**config.mk**
```make
export PLATFORM = sky130hd
export DESIGN_NAME = hamming_sec_encode_decode_core
export DESIGN_NICKNAME = d
export VERILOG_FILES = /design/src/rtl/hsc_pkg.sv /design/src/rtl/hsc_apb_regs.sv /design/src/rtl/hsc_place_stage.sv /design/src/rtl/hsc_syndrome_stage.sv /design/src/rtl/hsc_finish_stage.sv /design/src/rtl/hamming_sec_encode_decode_core.sv
export SDC_FILE = /design/constraint.sdc
export NUM_CORES = 1
export LEC_CHECK = 0
export BUFFER_PORTS_ARGS = -buffer_cell sky130_fd_sc_hd__buf_2
export CAP_MARGIN = 20
export CORE_ASPECT_RATIO = 0.8
export CORE_MARGIN = 10
export CORE_UTILIZATION = 58
export DETAILED_ROUTE_END_ITERATION = 10
export GPL_TIMING_DRIVEN = 0
export PLACE_DENSITY_LB_ADDON = 0.15
export SLEW_MARGIN = 10
export SYNTH_ARGS = -nofsm -noshare
export SYNTH_HDL_FRONTEND = slang
export SYNTH_SLANG_ARGS = --single-unit
```
**constraint.sdc**
```tcl
create_clock -name clk -period 3.3 [get_ports clk]
set_clock_uncertainty 0.1 [all_clocks]
set_input_delay 0.495 -clock clk [delete_from_list [all_inputs] [get_ports clk]]
set_output_delay 0.495 -clock clk [all_outputs]
set_load 0.02 [all_outputs]
```
**src/rtl/hsc_pkg.sv**
```systemverilog
// Shared types, constants and elaboration-time helpers of the Hamming SEC core.
`timescale 1ns / 1ps
package hsc_pkg;

	localparam int MAX_PARITY = 6;
	localparam int CW_W = 63;
	localparam int LEN_W = 6;
	localparam int MAX_DATA = (2 ** MAX_PARITY) - 1 - MAX_PARITY;
	localparam int RESET_DATA_LENGTH = 4;

	// APB register map
	localparam int APB_ADDR_W = 3;
	localparam int APB_DATA_W = 32;
	localparam logic REG_DATA_LENGTH = 1'b0;

	// Operation codes
	localparam logic OP_ENCODE = 1'b0;
	localparam logic OP_DECODE = 1'b1;

	// Status codes
	localparam logic [1:0] STATUS_OK            = 2'd0;
	localparam logic [1:0] STATUS_CORRECTED     = 2'd1;
	localparam logic [1:0] STATUS_UNCORRECTABLE = 2'd2;

	typedef struct packed {
		logic            operation;
		logic [CW_W-1:0] payload;
	} req_t;

	typedef struct packed {
		logic [CW_W-1:0]  code_word;
		logic [LEN_W-1:0] code_length;
		logic [LEN_W-1:0] syndrome;
		logic [1:0]       status;
	} rsp_t;

	// Settings derived from data_length, held in registers
	typedef struct packed {
		logic [LEN_W-1:0] code_length;
		logic [CW_W-1:0]  data_mask;
		logic [CW_W-1:0]  code_mask;
	} cfg_t;

	// Word after data placement or masking
	typedef struct packed {
		logic            operation;
		logic [CW_W-1:0] word;
	} s1_t;

	// Word with its syndrome
	typedef struct packed {
		logic             operation;
		logic [CW_W-1:0]  word;
		logic [LEN_W-1:0] syndrome;
	} s2_t;

	// Clamp a data length into 1 .. MAX_DATA
	function automatic logic [LEN_W-1:0] eff_data_length(input logic [LEN_W-1:0] d);
		logic [LEN_W-1:0] r;
		r = d;
		if (d == '0)
			r = LEN_W'(1);
		else if (d > LEN_W'(MAX_DATA))
			r = LEN_W'(MAX_DATA);
		return r;
	endfunction

	// Code length for an effective data length: data bits plus fewest parity bits
	function automatic logic [LEN_W-1:0] code_len_for(input logic [LEN_W-1:0] d);
		logic [LEN_W-1:0] n;
		n = LEN_W'(int'(d) + MAX_PARITY);
		for (int k = MAX_PARITY; k >= 1; k--) begin
			if (((2 ** k) - k - 1) >= int'(d))
				n = LEN_W'(int'(d) + k);
		end
		return n;
	endfunction

	// True for positions that hold a parity bit
	function automatic bit is_parity_pos(input int p);
		return (p > 0) && ((p & (p - 1)) == 0) && (p <= (1 << (MAX_PARITY - 1)));
	endfunction

	// Data bit index held at a non-parity position
	function automatic int data_index(input int p);
		int cnt;
		cnt = 0;
		for (int j = 0; j < MAX_PARITY; j++) begin
			if ((1 << j) <= p)
				cnt++;
		end
		return p - 1 - cnt;
	endfunction

	// Positions whose number has bit k set
	function automatic logic [CW_W-1:0] pos_mask(input int k);
		logic [CW_W-1:0] m;
		m = '0;
		for (int p = 1; p <= CW_W; p++)
			m[p-1] = ((p >> k) & 1) != 0;
		return m;
	endfunction

endpackage

```
**src/rtl/hsc_apb_regs.sv**
```systemverilog
// APB configuration register for the data length and its derived settings.
`timescale 1ns / 1ps
module hsc_apb_regs (
	input  logic                           clk,
	input  logic                           arst_n,
	input  logic                           psel,
	input  logic                           penable,
	input  logic                           pwrite,
	input  logic [hsc_pkg::APB_ADDR_W-1:0] paddr,
	input  logic [hsc_pkg::APB_DATA_W-1:0] pwdata,
	output logic [hsc_pkg::APB_DATA_W-1:0] prdata,
	output logic                           pready,
	output hsc_pkg::cfg_t                  cfg
);
	import hsc_pkg::*;

	logic [LEN_W-1:0] data_length_q;
	cfg_t             cfg_q;
	logic [LEN_W-1:0] wr_len;
	logic [LEN_W-1:0] wr_eff;
	logic [LEN_W-1:0] wr_n;
	logic             wr_en;

	assign pready = 1'b1;
	assign wr_en  = psel && penable && pwrite && (paddr[2] == REG_DATA_LENGTH);

	// Derive code length and masks for the value being written
	assign wr_len = pwdata[LEN_W-1:0];
	assign wr_eff = eff_data_length(wr_len);
	assign wr_n   = code_len_for(wr_eff);

	// Hold the register and its derived settings
	always_ff @(posedge clk or negedge arst_n) begin
		if (!arst_n) begin
			data_length_q     <= LEN_W'(RESET_DATA_LENGTH);
			cfg_q.code_length <= code_len_for(eff_data_length(LEN_W'(RESET_DATA_LENGTH)));
			cfg_q.data_mask   <= ~({CW_W{1'b1}} << RESET_DATA_LENGTH);
			cfg_q.code_mask   <= ~({CW_W{1'b1}}
				<< code_len_for(eff_data_length(LEN_W'(RESET_DATA_LENGTH))));
		end else if (wr_en) begin
			data_length_q     <= wr_len;
			cfg_q.code_length <= wr_n;
			cfg_q.data_mask   <= ~({CW_W{1'b1}} << wr_eff);
			cfg_q.code_mask   <= ~({CW_W{1'b1}} << wr_n);
		end
	end

	// Return the register on a read of its address
	always_comb begin
		prdata = '0;
		if (psel && !pwrite && (paddr[2] == REG_DATA_LENGTH))
			prdata = APB_DATA_W'(data_length_q);
	end

	assign cfg = cfg_q;

endmodule

```
**src/rtl/hsc_place_stage.sv**
```systemverilog
// First stage: place data bits around parity slots, or mask a received word.
`timescale 1ns / 1ps
module hsc_place_stage (
	input  logic          clk,
	input  logic          arst_n,
	input  hsc_pkg::cfg_t cfg,
	input  logic          up_valid,
	output logic          up_ready,
	input  hsc_pkg::req_t up_data,
	output logic          down_valid,
	input  logic          down_ready,
	output hsc_pkg::s1_t  down_data
);
	import hsc_pkg::*;

	logic            valid_s1;
	s1_t             data_s1;
	logic [CW_W-1:0] data_m;
	logic [CW_W-1:0] enc_word;

	assign data_m = up_data.payload & cfg.data_mask;

	// Scatter data bits over the non-parity positions
	for (genvar p = 1; p <= CW_W; p++) begin : g_place
		if (is_parity_pos(p)) begin : g_par
			assign enc_word[p-1] = 1'b0;
		end else begin : g_dat
			assign enc_word[p-1] = data_m[data_index(p)];
		end
	end

	assign up_ready = !valid_s1 || down_ready;

	// Advance when the next stage has room
	always_ff @(posedge clk or negedge arst_n) begin
		if (!arst_n)
			valid_s1 <= 1'b0;
		else if (up_ready)
			valid_s1 <= up_valid;
	end

	always_ff @(posedge clk) begin
		if (up_ready && up_valid) begin
			data_s1.operation <= up_data.operation;
			data_s1.word      <= (up_data.operation == OP_DECODE)
				? (up_data.payload & cfg.code_mask) : enc_word;
		end
	end

	assign down_valid = valid_s1;
	assign down_data  = data_s1;

endmodule

```
**src/rtl/hsc_syndrome_stage.sv**
```systemverilog
// Second stage: XOR trees giving the position-weighted syndrome of the word.
`timescale 1ns / 1ps
module hsc_syndrome_stage (
	input  logic         clk,
	input  logic         arst_n,
	input  logic         up_valid,
	output logic         up_ready,
	input  hsc_pkg::s1_t up_data,
	output logic         down_valid,
	input  logic         down_ready,
	output hsc_pkg::s2_t down_data
);
	import hsc_pkg::*;

	logic             valid_s2;
	s2_t              data_s2;
	logic [LEN_W-1:0] syn;

	// One parity tree per syndrome bit
	for (genvar k = 0; k < LEN_W; k++) begin : g_syn
		assign syn[k] = ^(up_data.word & pos_mask(k));
	end

	assign up_ready = !valid_s2 || down_ready;

	always_ff @(posedge clk or negedge arst_n) begin
		if (!arst_n)
			valid_s2 <= 1'b0;
		else if (up_ready)
			valid_s2 <= up_valid;
	end

	always_ff @(posedge clk) begin
		if (up_ready && up_valid) begin
			data_s2.operation <= up_data.operation;
			data_s2.word      <= up_data.word;
			data_s2.syndrome  <= syn;
		end
	end

	assign down_valid = valid_s2;
	assign down_data  = data_s2;

endmodule

```
**src/rtl/hsc_finish_stage.sv**
```systemverilog
// Third stage: insert parity bits, or correct the named bit or flag it as uncorrectable, into the output register.
`timescale 1ns / 1ps
module hsc_finish_stage (
	input  logic          clk,
	input  logic          arst_n,
	input  hsc_pkg::cfg_t cfg,
	input  logic          up_valid,
	output logic          up_ready,
	input  hsc_pkg::s2_t  up_data,
	output logic          down_valid,
	input  logic          down_ready,
	output hsc_pkg::rsp_t down_data
);
	import hsc_pkg::*;

	logic             valid_s3;
	rsp_t             data_s3;
	rsp_t             res;
	logic [CW_W-1:0]  enc_word;
	logic [LEN_W-1:0] flip_idx;

	// Drop each syndrome bit into its parity slot
	always_comb begin
		enc_word = up_data.word;
		for (int k = 0; k < MAX_PARITY; k++)
			enc_word[(1 << k) - 1] = up_data.syndrome[k];
	end

	assign flip_idx = up_data.syndrome - LEN_W'(1);

	// Build the transaction result
	always_comb begin
		res.code_length = cfg.code_length;
		res.code_word   = up_data.word;
		res.syndrome    = '0;
		res.status      = STATUS_OK;
		if (up_data.operation == OP_ENCODE) begin
			res.code_word = enc_word;
		end else begin
			res.syndrome = up_data.syndrome;
			if (up_data.syndrome == '0) begin
				res.status = STATUS_OK;
			end else if (up_data.syndrome <= cfg.code_length) begin
				res.code_word = up_data.word ^ (CW_W'(1) << flip_idx);
				res.status    = STATUS_CORRECTED;
			end else begin
				res.status = STATUS_UNCORRECTABLE;
			end
		end
	end

	assign up_ready = !valid_s3 || down_ready;

	always_ff @(posedge clk or negedge arst_n) begin
		if (!arst_n)
			valid_s3 <= 1'b0;
		else if (up_ready)
			valid_s3 <= up_valid;
	end

	always_ff @(posedge clk) begin
		if (up_ready && up_valid)
			data_s3 <= res;
	end

	assign down_valid = valid_s3;
	assign down_data  = data_s3;

endmodule

```
**src/rtl/hamming_sec_encode_decode_core.sv**
```systemverilog
// Top level of the variable-length Hamming SEC encoder and corrector.
// An accepted transaction passes the place, syndrome and finish stage registers to rsp.
// Throughput: one transaction per cycle; each stage is one register with its
// own valid bit, so a stall on rsp backs up through the three stages.
// Reset (arst_n low) empties the pipeline and sets data_length to 4.
`timescale 1ns / 1ps
module hamming_sec_encode_decode_core (
	input  logic                           clk,
	input  logic                           arst_n,
	input  logic                           psel,
	input  logic                           penable,
	input  logic                           pwrite,
	input  logic [hsc_pkg::APB_ADDR_W-1:0] paddr,
	input  logic [hsc_pkg::APB_DATA_W-1:0] pwdata,
	output logic [hsc_pkg::APB_DATA_W-1:0] prdata,
	output logic                           pready,
	input  logic                           req_valid,
	output logic                           req_ready,
	input  hsc_pkg::req_t                  req,
	output logic                           rsp_valid,
	input  logic                           rsp_ready,
	output hsc_pkg::rsp_t                  rsp
);
	import hsc_pkg::*;

	cfg_t cfg;
	logic v1;
	logic r1;
	s1_t  d1;
	logic v2;
	logic r2;
	s2_t  d2;

	hsc_apb_regs u_regs (
		.clk     (clk),
		.arst_n  (arst_n),
		.psel    (psel),
		.penable (penable),
		.pwrite  (pwrite),
		.paddr   (paddr),
		.pwdata  (pwdata),
		.prdata  (prdata),
		.pready  (pready),
		.cfg     (cfg)
	);

	hsc_place_stage u_place (
		.clk        (clk),
		.arst_n     (arst_n),
		.cfg        (cfg),
		.up_valid   (req_valid),
		.up_ready   (req_ready),
		.up_data    (req),
		.down_valid (v1),
		.down_ready (r1),
		.down_data  (d1)
	);

	hsc_syndrome_stage u_syn (
		.clk        (clk),
		.arst_n     (arst_n),
		.up_valid   (v1),
		.up_ready   (r1),
		.up_data    (d1),
		.down_valid (v2),
		.down_ready (r2),
		.down_data  (d2)
	);

	hsc_finish_stage u_finish (
		.clk        (clk),
		.arst_n     (arst_n),
		.cfg        (cfg),
		.up_valid   (v2),
		.up_ready   (r2),
		.up_data    (d2),
		.down_valid (rsp_valid),
		.down_ready (rsp_ready),
		.down_data  (rsp)
	);

endmodule

```
==> impl_metrics.env <==
export IMPL_design_area_um2=19800
export IMPL_areaGrowthSynthToFinish_pct=21.1
export IMPL_antennaDiodeCount=0
export IMPL_relSlewSlack=0.354
export IMPL_synth_seq_area_share=0.595
export IMPL_syn_instance_count=1462
export IMPL_initial_utilization=0.593
export IMPL_clk_path_buf_depth=3
export IMPL_grt_overflow_total=0
export IMPL_fin_cells=2098
export IMPL_synth_distinct_cells=72
export IMPL_end_kind="register"
export IMPL_use_met3=0.0772
export IMPL_clock_latency_ns=0.53
export IMPL_p_per_area_nw_per_um2=742
export IMPL_worstPathArrival_ns=3.38
export IMPL_yosys_top_cells_area="edfxtp_1 (39%), dfrtp_1 (18%), xnor2_1 (6.0%)"
export IMPL_ys_top_cells_by_count="edfxtp_1 (211), nand2_1 (204), o21ai_0 (137), dfrtp_1 (119), xnor2_1 (112)"
export IMPL_port_buffers=160
export IMPL_p_leak_nw=7.84
export IMPL_yosys_area_share_adder=0.0199
export IMPL_numCtsBuffers=35
export IMPL_synthArstFlopShare=0.388
export IMPL_drive_above_1_share=0.227
export IMPL_grt_met2_usage=0.438
export IMPL_dieArea_um2=35300
export IMPL_vias=13000
export IMPL_yosysMostFrequentCell="edfxtp_1"
export IMPL_yosysWarnings=0
export IMPL_die_height_um=170
export IMPL_num_rows=54
export IMPL_crit_path_start_kind="register"
export IMPL_dpl_cell_area_um2=17800
export IMPL_grt_max_degree=85
export IMPL_cts_tree="yes"
export IMPL_synth_top_family_by_area="simple AND/OR/NAND/NOR gates"
export IMPL_drv_slew=0
export IMPL_tns_ns=0
export IMPL_synth_area_um2=16300
export IMPL_ys_seq_elements=345
export IMPL_setup_viol=0
export IMPL_htree_num_levels=2
export IMPL_rsz0062_at_grt="yes"
export IMPL_outcome="complete, no violations"
export IMPL_grt_pass1_vias=12500
export IMPL_gr_max_usage_layer="met2"
export IMPL_period_needed_ns=3.22
export IMPL_yosys_area_top_type="edfxtp_1"
export IMPL_avgSynthCellArea_um2=11.2
export IMPL_path_clk_slew_ns=0.06
export IMPL_grt_use_met1=0.431
export IMPL_boundaryPins=218
export IMPL_cap_violations=0
export IMPL_drt_iter0_drc=1828
export IMPL_fp_coreArea_um2=27500
export IMPL_synth_flop_cell="edfxtp_1"
export IMPL_ant_nets=0
export IMPL_gp_congestion=0.990
export IMPL_nets=1839
export IMPL_postRouteWirelength_um=54700
export IMPL_setup_slack_ns=0.0768
export IMPL_wl_per_cell_um=26.1
export IMPL_hold_class="in -> reg"
export IMPL_hpwl_um=41500
export IMPL_fmax_mhz=310
export IMPL_global_route_usage_total=0.299
export IMPL_worst_pin_slew_ns=0.970
export IMPL_finalPower_mw=14.7
export IMPL_dp_cells=2014
export IMPL_cp_required_ns=3.46
export IMPL_antenna_found_initial=0
export IMPL_die_w_um=208
export IMPL_crit_type="reg -> reg"
export IMPL_hold_viol=0
export IMPL_ff2ff_setup_slack_ns=0.08
export IMPL_cts_sinks=345
export IMPL_drc=0
export IMPL_ir_worst_vdd_mv=0.447
export IMPL_dr_pass1_iters=6
export IMPL_root_buffer="clkbuf_16"
export IMPL_critPathMaxFanout=10
export IMPL_grt_pass1_wl_um=79700
export IMPL_synthMuxAreaShare=0.00192
export IMPL_place_ws_ns=-1.43
export IMPL_fin_crit_sh=0.977
export IMPL_synth_compound_area_share=0.105
export IMPL_synth_simple_area_share=0.142
export IMPL_synth_xor_area_share=0.0956
export IMPL_synth_top_area_frac=0.388
export IMPL_via_per_inst=6.20
export IMPL_synth_edf_count=211
## report_power, final
part / internal (mW) / switching (mW) / total (mW)
clock: 2.43 / 1.71 / 4.13
sequential: 5.48 / 0.435 / 5.92
combinational: 1.49 / 3.12 / 4.62
## placed cells by master, fill, tap and decap left out, types with 6 or more instances in the layout
cell type  instances
a211oi_1          13
a21oi_1           34
a31oi_1           18
and2_1            13
and3_1             9
buf_2            168
buf_4             49
buf_6              7
clkbuf_1          62
clkbuf_16         37
clkbuf_8           6
conb_1            27
dfrtp_1          119
dfstp_2           15
edfxtp_1         211
ha_1              23
inv_1             22
nand2_1          201
nand2b_1           8
nand3_1           74
nand4_1           12
nor2_1            79
nor2b_1            7
nor3_1            15
nor3_2            16
nor4_1             6
nor4_2             6
nor4_4            12
o211ai_1          12
o21ai_0          135
o31ai_1           16
xnor2_1          112
xor2_1            58
## worst max-delay path, stage by stage, from the launching register on
cell and delay (ns):
dfstp_2 0.55, inv_1 0.08, ha_1 0.31, nor2b_1 0.13, o21a_1 0.16, o21a_1 0.17
o21a_1 0.20, o31a_1 0.30, buf_2 0.23, clkbuf_4 0.28, nor3_2 0.32, xor2_1 0.12
## what timing repair did
item | 4_1_cts | 5_1_grt
gates resized for setup | 73 | 65
gates cloned | 0 | 0
setup buffers | 12 | 7
hold endpoints to repair | 37 | 0
pin swaps | 9 | 10
hold buffers | 1 | 0
setup endpoints to repair | 114 | 108
## kinds of logic (layout without fill, tap and decap cells)
family	after synthesis	in the layout
AO/OA/AOI/OAI	280	280
adder cells (fa/ha/maj)	26	26
multiplexers	3	3
AND/OR/NAND/NOR	496	496
flip-flops	345	345
buffers and inverters	136	383
other	2	27
XOR/XNOR	174	174
## stage by stage
| stage | hold WS, ns | util |
|---|---|---|
| after floorplan | 0.0994 | - |
| after global placement | 0.307 | 0.643 |
| after detailed placement | 0.312 | 0.646 |
| after CTS | 0.0742 | 0.707 |
| after global routing | 0.0977 | 0.719 |
| final | 0.0743 | 0.719 |
## final cells by class
| type | instances | area, um2 |
|---|---|---|
| Timing Repair Buffer | 183 | 1060 |
| Buffer | 112 | 624 |
| Multi-Input combinational cell | 1006 | 6620 |
| Fill cell | 1988 | 7740 |
| Tap cell | 364 | 455 |
| Clock inverter | 12 | 166 |
| Inverter | 24 | 92.6 |
| Clock buffer | 52 | 1030 |
| Sequential cell | 345 | 9710 |
## path summary, 6_finish.rpt
kind / start / endpoint / depth (start not counted)
max: u_regs.cfg[127] / u_finish.down_data[30] / 11
min: req_valid / u_place.down_valid / 2
max reg2reg: u_regs.cfg[127] / u_finish.down_data[30] / 11
min reg2reg: u_place.down_data[63] / u_syn.down_data[69] / 0
max in group asynchronous: arst_n / u_regs.cfg[126] / 3
min in group asynchronous: arst_n / u_regs.cfg[74] / 2
## per-layer routing
layer,wire [um],share of wire
met5,0,0
met4,1740,0.032
met3,7000,0.13
met2,23500,0.43
met1,22500,0.41
## sequential cells by signal, summed over array words and instances, names as in the netlist
| signal | count |
|---|---|
| u_place.down_data | 64 |
| u_regs.cfg | 125 |
| u_regs.data_length_q | 6 |
| u_place.down_valid | 1 |
| u_syn.down_data | 70 |
| u_syn.down_valid | 1 |
| u_finish.down_data | 77 |
| u_finish.down_valid | 1 |
No activity file was read; power rests on OpenSTA's default activity.
